--- src/design/rsr_pkg.sv ---
// shared constants, types and control structs of the replacement selection run unit
`default_nettype none
package rsr_pkg;

    localparam int DEF_BUFFER_DEPTH = 16;
    localparam int DEF_KEY_WIDTH    = 32;

    localparam int IN_KEY_W = 32;
    localparam int RUN_W    = 16;

    // run number saturates here
    localparam logic [RUN_W-1:0] RUN_MAX = '1;

    typedef enum logic [1:0] {
        ST_EMPTY  = 2'd0,
        ST_OCC    = 2'd1,
        ST_FROZEN = 2'd2
    } t_entry_st;

    typedef enum logic [2:0] {
        S_IDLE,
        S_OPEN,
        S_SCAN,
        S_TAIL,
        S_EMIT
    } t_state;

    typedef struct packed {
        logic fill_wr;
        logic latch;
        logic clear;
        logic open_run;
        logic scan_start;
        logic scan_rd;
        logic commit_normal;
        logic commit_drain;
    } t_dp_cmd;

    typedef struct packed {
        logic fill_phase;
        logic all_frozen;
        logic held_zero;
        logic scan_last;
        logic is_end;
    } t_dp_stat;

endpackage
`default_nettype wire

--- src/design/rsr_if.sv ---
// valid/ready channel interfaces for input keys and emitted run words
`default_nettype none
interface rsr_in_if;
    logic        valid;
    logic        ready;
    logic [31:0] key;
    logic        end_of_input;

    modport source (output valid, output key, output end_of_input, input ready);
    modport sink   (input valid, input key, input end_of_input, output ready);
endinterface

interface rsr_out_if;
    logic        valid;
    logic        ready;
    logic [31:0] out_key;
    logic [15:0] run_index;
    logic        run_first;
    logic        last;

    modport source (output valid, output out_key, output run_index, output run_first,
                    output last, input ready);
    modport sink   (input valid, input out_key, input run_index, input run_first,
                    input last, output ready);
endinterface
`default_nettype wire

--- src/design/replacement_selection_runs_unit.sv ---
// Replacement selection run generator for an external sort.
// Input channel i_in carries one word per key (key, end_of_input); output channel
// o_out carries one word per emitted key (out_key, run_index, run_first, last).
// The first BUFFER_DEPTH keys only fill the buffer: each is written to key memory and
// gives no result. After that every key gives one result word with last set.
// A word with end_of_input drains the buffer in run order; its final word has last.
// Each result comes from a serial scan over the key memory, one entry per cycle
// through its single registered read port. The next key is taken no earlier than the
// cycle after the result is taken, so keys do not overlap; each drain word likewise
// comes from its own scan, and a clearing step follows the drain.
// Synchronous reset empties the buffer and starts the run count at zero; key memory
// contents are not cleared. While the receiver stalls the result word holds and no
// new key is accepted; ready on i_in is high only when no key is in progress.
`default_nettype none
module replacement_selection_runs_unit
    import rsr_pkg::*;
#(
    parameter int BUFFER_DEPTH = DEF_BUFFER_DEPTH,
    parameter int KEY_WIDTH    = DEF_KEY_WIDTH
) (
    input  wire logic  i_clk,
    input  wire logic  i_rst_n,
    rsr_in_if.sink     i_in,
    rsr_out_if.source  o_out
);

    t_dp_cmd  w_cmd;
    t_dp_stat w_stat;
    logic     w_in_ready;
    logic     w_out_valid;

    rsr_ctrl u_ctrl (
        .i_clk       (i_clk),
        .i_rst_n     (i_rst_n),
        .i_in_valid  (i_in.valid),
        .i_in_end    (i_in.end_of_input),
        .i_out_ready (o_out.ready),
        .i_stat      (w_stat),
        .o_cmd       (w_cmd),
        .o_in_ready  (w_in_ready),
        .o_out_valid (w_out_valid)
    );

    rsr_datapath #(
        .BUFFER_DEPTH (BUFFER_DEPTH),
        .KEY_WIDTH    (KEY_WIDTH)
    ) u_datapath (
        .i_clk       (i_clk),
        .i_rst_n     (i_rst_n),
        .i_cmd       (w_cmd),
        .i_key       (i_in.key),
        .i_end       (i_in.end_of_input),
        .o_stat      (w_stat),
        .o_out_key   (o_out.out_key),
        .o_run_index (o_out.run_index),
        .o_run_first (o_out.run_first),
        .o_last      (o_out.last)
    );

    assign i_in.ready  = w_in_ready;
    assign o_out.valid = w_out_valid;

    // one key in flight: never accepting while a result is pending
    a_no_overlap: assert property (@(posedge i_clk) disable iff (!i_rst_n)
        !(i_in.ready && o_out.valid))
        else $error("input accepted while a result word is pending");

    // a drain word that is not last keeps the input closed
    a_drain_holds: assert property (@(posedge i_clk) disable iff (!i_rst_n)
        (o_out.valid && o_out.ready && !o_out.last) |=> !i_in.ready)
        else $error("input reopened in the middle of a drain");

    // no result can appear in the cycle right after an accepted key
    a_no_early_result: assert property (@(posedge i_clk) disable iff (!i_rst_n)
        (i_in.valid && i_in.ready) |=> !o_out.valid)
        else $error("result word appeared before the scan");

    // every result word outside a drain is flagged last
    a_key_last: assert property (@(posedge i_clk) disable iff (!i_rst_n)
        (o_out.valid && !w_stat.is_end) |-> o_out.last)
        else $error("steady-state result word without last");

endmodule
`default_nettype wire

--- src/design/rsr_datapath.sv ---
// key memory, entry status, counters and serial minimum scan
`default_nettype none
module rsr_datapath
    import rsr_pkg::*;
#(
    parameter int BUFFER_DEPTH = DEF_BUFFER_DEPTH,
    parameter int KEY_WIDTH    = DEF_KEY_WIDTH
) (
    input  wire logic                i_clk,
    input  wire logic                i_rst_n,
    input  wire t_dp_cmd             i_cmd,
    input  wire logic [IN_KEY_W-1:0] i_key,
    input  wire logic                i_end,
    output t_dp_stat                 o_stat,
    output logic [IN_KEY_W-1:0]      o_out_key,
    output logic [RUN_W-1:0]         o_run_index,
    output logic                     o_run_first,
    output logic                     o_last
);

    localparam int IW = $clog2(BUFFER_DEPTH);
    localparam int CW = $clog2(BUFFER_DEPTH + 1);

    logic [KEY_WIDTH-1:0] r_mem [BUFFER_DEPTH];
    t_entry_st            r_status [BUFFER_DEPTH];

    logic [CW-1:0]        r_fill;
    logic [CW-1:0]        r_held;
    logic [CW-1:0]        r_frozen;
    logic [RUN_W-1:0]     r_run;
    logic                 r_opening;

    logic [KEY_WIDTH-1:0] r_new_key;
    logic                 r_end;

    logic [IW-1:0]        r_cnt;
    logic [KEY_WIDTH-1:0] r_rd_key;
    logic [IW-1:0]        r_rd_idx;
    logic                 r_rd_occ;
    logic                 r_rd_valid;
    logic                 r_found;
    logic [KEY_WIDTH-1:0] r_min_key;
    logic [IW-1:0]        r_min_pos;

    logic                 n_freeze;
    logic                 n_better;

    assign n_freeze = (r_new_key <= r_min_key);
    assign n_better = r_rd_valid && r_rd_occ && (!r_found || (r_rd_key < r_min_key));

    // key memory: one write port, one registered read port
    always_ff @(posedge i_clk) begin
        if (i_cmd.fill_wr) begin
            r_mem[r_fill[IW-1:0]] <= KEY_WIDTH'(i_key);
        end else if (i_cmd.commit_normal) begin
            r_mem[r_min_pos] <= r_new_key;
        end
        if (i_cmd.scan_rd) begin
            r_rd_key <= r_mem[r_cnt];
        end
    end

    always_ff @(posedge i_clk) begin
        if (!i_rst_n || i_cmd.clear) begin
            for (int i = 0; i < BUFFER_DEPTH; i++) begin
                r_status[i] <= ST_EMPTY;
            end
        end else begin
            if (i_cmd.open_run) begin
                for (int i = 0; i < BUFFER_DEPTH; i++) begin
                    if (r_status[i] == ST_FROZEN) begin
                        r_status[i] <= ST_OCC;
                    end
                end
            end
            if (i_cmd.fill_wr) begin
                r_status[r_fill[IW-1:0]] <= ST_OCC;
            end
            if (i_cmd.commit_normal) begin
                r_status[r_min_pos] <= n_freeze ? ST_FROZEN : ST_OCC;
            end
            if (i_cmd.commit_drain) begin
                r_status[r_min_pos] <= ST_EMPTY;
            end
        end
    end

    always_ff @(posedge i_clk) begin
        if (!i_rst_n || i_cmd.clear) begin
            r_fill    <= '0;
            r_held    <= '0;
            r_frozen  <= '0;
            r_run     <= '0;
            r_opening <= 1'b1;
        end else begin
            if (i_cmd.fill_wr) begin
                r_fill <= r_fill + CW'(1);
                r_held <= r_held + CW'(1);
            end
            if (i_cmd.open_run) begin
                if (r_run != RUN_MAX) begin
                    r_run <= r_run + RUN_W'(1);
                end
                r_frozen  <= '0;
                r_opening <= 1'b1;
            end
            if (i_cmd.commit_normal) begin
                r_opening <= 1'b0;
                if (n_freeze) begin
                    r_frozen <= r_frozen + CW'(1);
                end
            end
            if (i_cmd.commit_drain) begin
                r_opening <= 1'b0;
                r_held    <= r_held - CW'(1);
            end
        end
    end

    always_ff @(posedge i_clk) begin
        if (i_cmd.latch) begin
            r_new_key <= KEY_WIDTH'(i_key);
        end
    end

    always_ff @(posedge i_clk) begin
        if (!i_rst_n) begin
            r_end <= 1'b0;
        end else if (i_cmd.latch) begin
            r_end <= i_end;
        end
    end

    // serial scan: read one entry per cycle, compare it the cycle after
    always_ff @(posedge i_clk) begin
        if (!i_rst_n) begin
            r_cnt      <= '0;
            r_rd_valid <= 1'b0;
            r_found    <= 1'b0;
        end else begin
            r_rd_valid <= i_cmd.scan_rd;
            if (i_cmd.scan_start) begin
                r_cnt   <= '0;
                r_found <= 1'b0;
            end else if (i_cmd.scan_rd) begin
                r_cnt <= r_cnt + IW'(1);
            end
            if (n_better) begin
                r_found <= 1'b1;
            end
        end
    end

    always_ff @(posedge i_clk) begin
        if (i_cmd.scan_rd) begin
            r_rd_idx <= r_cnt;
            r_rd_occ <= (r_status[r_cnt] == ST_OCC);
        end
        if (n_better) begin
            r_min_key <= r_rd_key;
            r_min_pos <= r_rd_idx;
        end
    end

    assign o_stat.fill_phase = (r_fill < CW'(BUFFER_DEPTH));
    assign o_stat.all_frozen = (r_held == r_frozen);
    assign o_stat.held_zero  = (r_held == '0);
    assign o_stat.scan_last  = (r_cnt == IW'(BUFFER_DEPTH - 1));
    assign o_stat.is_end     = r_end;

    assign o_out_key   = IN_KEY_W'(r_min_key);
    assign o_run_index = r_run;
    assign o_run_first = r_opening;
    // in a drain the word that empties the buffer is the last one
    assign o_last      = r_end ? (r_held == CW'(1)) : 1'b1;

endmodule
`default_nettype wire

--- src/design/rsr_ctrl.sv ---
// sequencer for fill, run opening, minimum scan and result handoff
`default_nettype none
module rsr_ctrl
    import rsr_pkg::*;
(
    input  wire logic     i_clk,
    input  wire logic     i_rst_n,
    input  wire logic     i_in_valid,
    input  wire logic     i_in_end,
    input  wire logic     i_out_ready,
    input  wire t_dp_stat i_stat,
    output t_dp_cmd       o_cmd,
    output logic          o_in_ready,
    output logic          o_out_valid
);

    t_state r_state;
    t_state n_state;
    logic   n_accept;

    assign n_accept = i_in_valid && (r_state == S_IDLE);

    always_ff @(posedge i_clk) begin
        if (!i_rst_n) begin
            r_state <= S_IDLE;
        end else begin
            r_state <= n_state;
        end
    end

    always_comb begin
        n_state = r_state;
        unique case (r_state)
            S_IDLE: begin
                if (n_accept && (i_in_end || !i_stat.fill_phase)) begin
                    n_state = S_OPEN;
                end
            end
            S_OPEN: begin
                if (i_stat.is_end && i_stat.held_zero) begin
                    n_state = S_IDLE;
                end else begin
                    n_state = S_SCAN;
                end
            end
            S_SCAN: begin
                if (i_stat.scan_last) begin
                    n_state = S_TAIL;
                end
            end
            S_TAIL: begin
                n_state = S_EMIT;
            end
            S_EMIT: begin
                if (i_out_ready) begin
                    n_state = i_stat.is_end ? S_OPEN : S_IDLE;
                end
            end
            default: begin
                n_state = S_IDLE;
            end
        endcase
    end

    always_comb begin
        o_cmd       = '0;
        o_in_ready  = 1'b0;
        o_out_valid = 1'b0;
        unique case (r_state)
            S_IDLE: begin
                o_in_ready    = 1'b1;
                o_cmd.latch   = n_accept;
                o_cmd.fill_wr = n_accept && !i_in_end && i_stat.fill_phase;
            end
            S_OPEN: begin
                if (i_stat.is_end && i_stat.held_zero) begin
                    o_cmd.clear = 1'b1;
                end else begin
                    o_cmd.open_run   = i_stat.all_frozen;
                    o_cmd.scan_start = 1'b1;
                end
            end
            S_SCAN: begin
                o_cmd.scan_rd = 1'b1;
            end
            S_TAIL: begin
                o_cmd = '0;
            end
            S_EMIT: begin
                o_out_valid         = 1'b1;
                o_cmd.commit_normal = i_out_ready && !i_stat.is_end;
                o_cmd.commit_drain  = i_out_ready && i_stat.is_end;
            end
            default: begin
                o_cmd = '0;
            end
        endcase
    end

endmodule
`default_nettype wire
--- src/flat_wrapper.sv ---
// flat-port wrapper written by rule: the top's interface ports become plain ports
module replacement_selection_runs_unit_flat import rsr_pkg::*;
#(
    parameter int BUFFER_DEPTH = DEF_BUFFER_DEPTH,
    parameter int KEY_WIDTH    = DEF_KEY_WIDTH
)
  (i_clk, i_rst_n, i_in_valid, i_in_key, i_in_end_of_input, i_in_ready, o_out_valid, o_out_out_key, o_out_run_index, o_out_run_first, o_out_last, o_out_ready);
  rsr_in_if i_in_i ();
  rsr_out_if o_out_i ();
  input  wire logic i_clk;
  input  wire logic i_rst_n;
  input wire logic [$bits(i_in_i.valid)-1:0] i_in_valid;
  input wire logic [$bits(i_in_i.key)-1:0] i_in_key;
  input wire logic [$bits(i_in_i.end_of_input)-1:0] i_in_end_of_input;
  output wire logic [$bits(i_in_i.ready)-1:0] i_in_ready;
  output wire logic [$bits(o_out_i.valid)-1:0] o_out_valid;
  output wire logic [$bits(o_out_i.out_key)-1:0] o_out_out_key;
  output wire logic [$bits(o_out_i.run_index)-1:0] o_out_run_index;
  output wire logic [$bits(o_out_i.run_first)-1:0] o_out_run_first;
  output wire logic [$bits(o_out_i.last)-1:0] o_out_last;
  input wire logic [$bits(o_out_i.ready)-1:0] o_out_ready;
  assign i_in_i.valid = i_in_valid;
  assign i_in_i.key = i_in_key;
  assign i_in_i.end_of_input = i_in_end_of_input;
  assign i_in_ready = i_in_i.ready;
  assign o_out_valid = o_out_i.valid;
  assign o_out_out_key = o_out_i.out_key;
  assign o_out_run_index = o_out_i.run_index;
  assign o_out_run_first = o_out_i.run_first;
  assign o_out_last = o_out_i.last;
  assign o_out_i.ready = o_out_ready;
  replacement_selection_runs_unit #(.BUFFER_DEPTH(BUFFER_DEPTH), .KEY_WIDTH(KEY_WIDTH)) u_core (.i_clk(i_clk), .i_rst_n(i_rst_n), .i_in(i_in_i), .o_out(o_out_i));
endmodule
--- config.mk ---
export PLATFORM = sky130hd
export DESIGN_NAME = replacement_selection_runs_unit_flat
export DESIGN_NICKNAME = d
export VERILOG_FILES = /design/src/design/rsr_pkg.sv /design/src/design/rsr_if.sv /design/src/design/replacement_selection_runs_unit.sv /design/src/design/rsr_datapath.sv /design/src/design/rsr_ctrl.sv /design/src/flat_wrapper.sv
export SDC_FILE = /design/constraint.sdc
export NUM_CORES = 1
export LEC_CHECK = 0
export BUFFER_PORTS_ARGS = -buffer_cell sky130_fd_sc_hd__buf_4
export CORE_UTILIZATION = 56
export DETAILED_ROUTE_END_ITERATION = 10
export PLACE_DENSITY = 0.86
export REMOVE_ABC_BUFFERS = 1
export SETUP_SLACK_MARGIN = 0.05
export SYNTH_ARGS = -nofsm -noshare
export SYNTH_HDL_FRONTEND = slang
export SYNTH_SLANG_ARGS = --single-unit
--- constraint.sdc ---
create_clock -name i_clk -period 4.2 [get_ports i_clk]
set_input_delay 0.42 -clock i_clk [delete_from_list [all_inputs] [get_ports i_clk]]
set_output_delay 0.42 -clock i_clk [all_outputs]
set_load 0.05 [all_outputs]
==> metrics.md <==
| Metric | Value |
|---|---|
| Status | finished clean |
| Setup crit end kind | register |
| Pre-antenna DRT Iters | 6 |
| CTS tree | yes |
| Yosys warns | 0 |
| Tmin final | 3.88 ns |
| Worst setup margin | between 0.3 and 0.4 ns |
| Layout cells sized above 1 | 0.236 |
| MaxCap Viol Count | 0 |
| WL per Instance | around 31 µm |
| Pins Over Slew Limit | 0 |
| Reg clk slew, reported paths | 0.07 ns |
| Leak Pwr | 10.7 nW |
| Initial Util | 0.573 |
| Final setup fails | 0 |
| Count leader, synth | edfxtp_1 |
| CP max FO | 20 |
| Buffers from clock root to sink, at most | 3 |
| N_diodes | 0 |
| Core area | between 0.04 and 0.05 mm² |
| RSZ-0062 raised after global routing | no |
| Power per cell area | between 400 and 500 mW/mm² |
| Sequential-to-total area share from yosys stat | 0.722 |
| TritonCTS Sinks | about 700 |
| Root Driver | clkbuf_16 |
| Initial antenna violation count | 0 |
| Post-Place Setup Slack | ~0.7 ns |
| Post_cts resized | 0 |
| Hpwl dp | around 41000 µm |
| Final instance area | between 0.03 and 0.04 mm² |
| Final hold violation count | 0 |
| Worst ir drop on vdd | approximately 0.00038 V |
| Synth Instances | about 1.6k |
| Final routed DRC violation total | 0 |
| CP Class | reg -> reg |
| H-tree depth | 3 |
| Critical Path Start Type | register |
| Port Buf Inserts | between 80 and 90 |
| Die H | between 200 and 250 µm |
| Asr flop ratio synth | 0 |
| Placement Cell Area | 0.0301 mm² |
| Reg2Reg Setup Slack | 0.32 ns |
| Total power | about 0.015 W |
| TritonCTS buffer count | slightly below 70 |
| # rows | about 80 |
| Fmax achieved | approximately 0.26 GHz |
| Tcrit/Tclk final | 0.924 |
| Largest net degree at the start of global routing | between 100 and 150 |
| Synth Cell Area | roughly 0.028 mm² |
| Vias per cell | slightly below 7 |
| Area contributors post-synth | edfxtp_1 69%, mux4_2 13%, dfxtp_1 3.3%, ha_1 3.1%, nand2_1 1.8% |
| Critical Path RT | 4.45 ns |
| Synth top area share | 0.690 |
| #FFs+latches synth | between 600 and 700 |
| Grt total ovfl | 0 |
| Synth cell count leaders | 649 x edfxtp_1, 160 x mux4_2, 136 x nand2_1 |
| Leading register cell type out of synthesis | edfxtp_1 |
| Most area-hungry cell type in the Yosys netlist | edfxtp_1 |
| Total wire length | 74600 µm |
| Gp weighted congestion | ~0.91 |
| Slew HR | 0.191 |
| First-pass GRT wire length | around 110000 µm |
| Slew @ Worst Pin | 1.20 ns |
| Syn avg cell area | around 18 µm² |
| Fin nets | roughly 1.8k |
| Vias in the first global route | 16.9k |
| Drt initial violations | between 2k and 2.5k |
| Io pins | 89 |
| Number of synthesized flops with an enable pin | about 650 |
| Die area | slightly above 0.05 mm² |
| Die X | around 230 µm |
| Hold Crit Class | in -> reg |
| Worst Skew | ~0.020 ns |
| Antenna Nets Post-Route | 0 |
| Area Growth Syn to Fin | 15.3% |
| Crit path arrival time | a little over 4 ns |
| GRT Resource Usage Total | 0.297 |
| Worst-Skew Late Latency | about 0.62 ns |
| Synth cell types | 59 |
| Total number of vias | about 17k |
final timing paths:
kind,cells after the start,startpoint,end
setup / recovery,10,u_core.u_datapath.o_out_key[5]$_DFFE_PP_,u_core.u_datapath.o_out_key[10]$_DFFE_PP_
hold / removal,1,i_in_key[1],u_core.u_datapath.r_new_key[1]$_DFFE_PP_
setup reg to reg,10,u_core.u_datapath.o_out_key[5]$_DFFE_PP_,u_core.u_datapath.o_out_key[10]$_DFFE_PP_
hold reg to reg,0,u_core.u_datapath.r_rd_idx[0]$_DFFE_PP_,u_core.u_datapath.r_min_pos[0]$_DFFE_PP_
per-stage QoR:
stage / setup TNS (ns) / utilization / cells / hold slack [ns]
after detailed placement: 0 / 0.610 / 2291 / 0.405
after global placement: 0 / 0.610 / 2291 / 0.402
after CTS: 0 / 0.660 / 2428 / 0.00158
final: 0 / 0.660 / 2429 / 0.0180
after global routing: 0 / 0.660 / 2429 / 0.00911
after floorplan: -932.05 / - / 1502 / 0.400
cell type report:
class / instances / area (µm²)
multi-input combinational: 747 / 7520
tap: 664 / 831
fill: 2983 / 16800
clock buffer: 77 / 1800
inverter: 60 / 225
clock inverter: 44 / 497
timing repair buffer: 142 / 1290
sequential: 695 / 20400
power breakdown:
part / switching, W / internal [W] / leakage [nW]
combinational: 0.000389 / 0.000227 / 3.34
sequential: 0.0000711 / 0.00767 / 6.28
clock: 0.00269 / 0.00371 / 1.12
flip-flops by register name (all words and copies together), names as in the netlist, named ones only:
name	count
u_core.u_datapath.o_run_index	16
u_core.u_datapath.r_frozen	5
u_core.u_datapath.r_rd_valid	1
u_core.u_datapath.o_run_first	1
u_core.u_datapath.r_new_key	32
u_core.u_datapath.r_end	1
u_core.u_datapath.r_found	1
u_core.u_datapath.r_fill	5
u_core.u_datapath.r_rd_key	32
u_core.u_datapath.r_rd_idx	4
u_core.u_datapath.r_min_pos	4
u_core.u_datapath.o_out_key	32
u_core.u_datapath.r_mem	512
u_core.u_datapath.r_rd_occ	1
u_core.u_ctrl.r_state	3
u_core.u_datapath.r_held	5
u_core.u_datapath.r_status	32
u_core.u_datapath.r_cnt	4
layout by cell type, fill, tap and decap left out, drive strengths merged, types with 6 or more instances in the layout:
master and instances:
dfxtp 46, o31a 7, a31oi 10, edfxtp 649, nor3 9, nand4 22, nor2 73, o21ai 21
o311ai 12, xnor2 9, nand3 30, nand2b 8, buf 126, nand2 136, a21oi 50, clkbuf 77
mux4 160, nor2b 8, nor3b 11, or3 7, clkinv 28, bufinv 10, ha 71, dlygate4sd3 16
and3 7, inv 64, o32ai 6, a211oi 7, o31ai 6, a21o 6, o211ai 8, xor2 18
layer usage:
layer / vias up / share of wire / track usage
li1: 6584 / - / -
met1: 8254 / 0.34 / 0.365
met2: 1406 / 0.49 / 0.484
met3: 321 / 0.11 / 0.0675
met4: 0 / 0.058 / 0.175
met5: - / 0 / 0
timing repair:
item                                   in CTS  in global routing
hold buffers                               16                  0
endpoints found under the hold margin      16                  0
buffers inserted                            0                  0
cell families after synthesis:
group,Yosys count,synth area share
flops,695,0.722
simple gates,324,0.0531
mux,164,0.129
compound gates,161,0.0386
buf+inv,129,0.0173
fa+ha+maj,71,0.0314
xor+xnor,27,0.00837
worst max-delay path: stages, from the launching register on:
cell and delay [ns]:
edfxtp_1 0.43, inv_1 0.12, ha_1 0.28, a21oi_1 0.25, nor2_1 0.11, a211oi_1 0.30, o21ai_0 0.29, a211oi_1 0.74
o21ai_0 0.35, a21oi_4 0.23, buf_4 0.39
No activity file was read; power rests on OpenSTA's default activity.
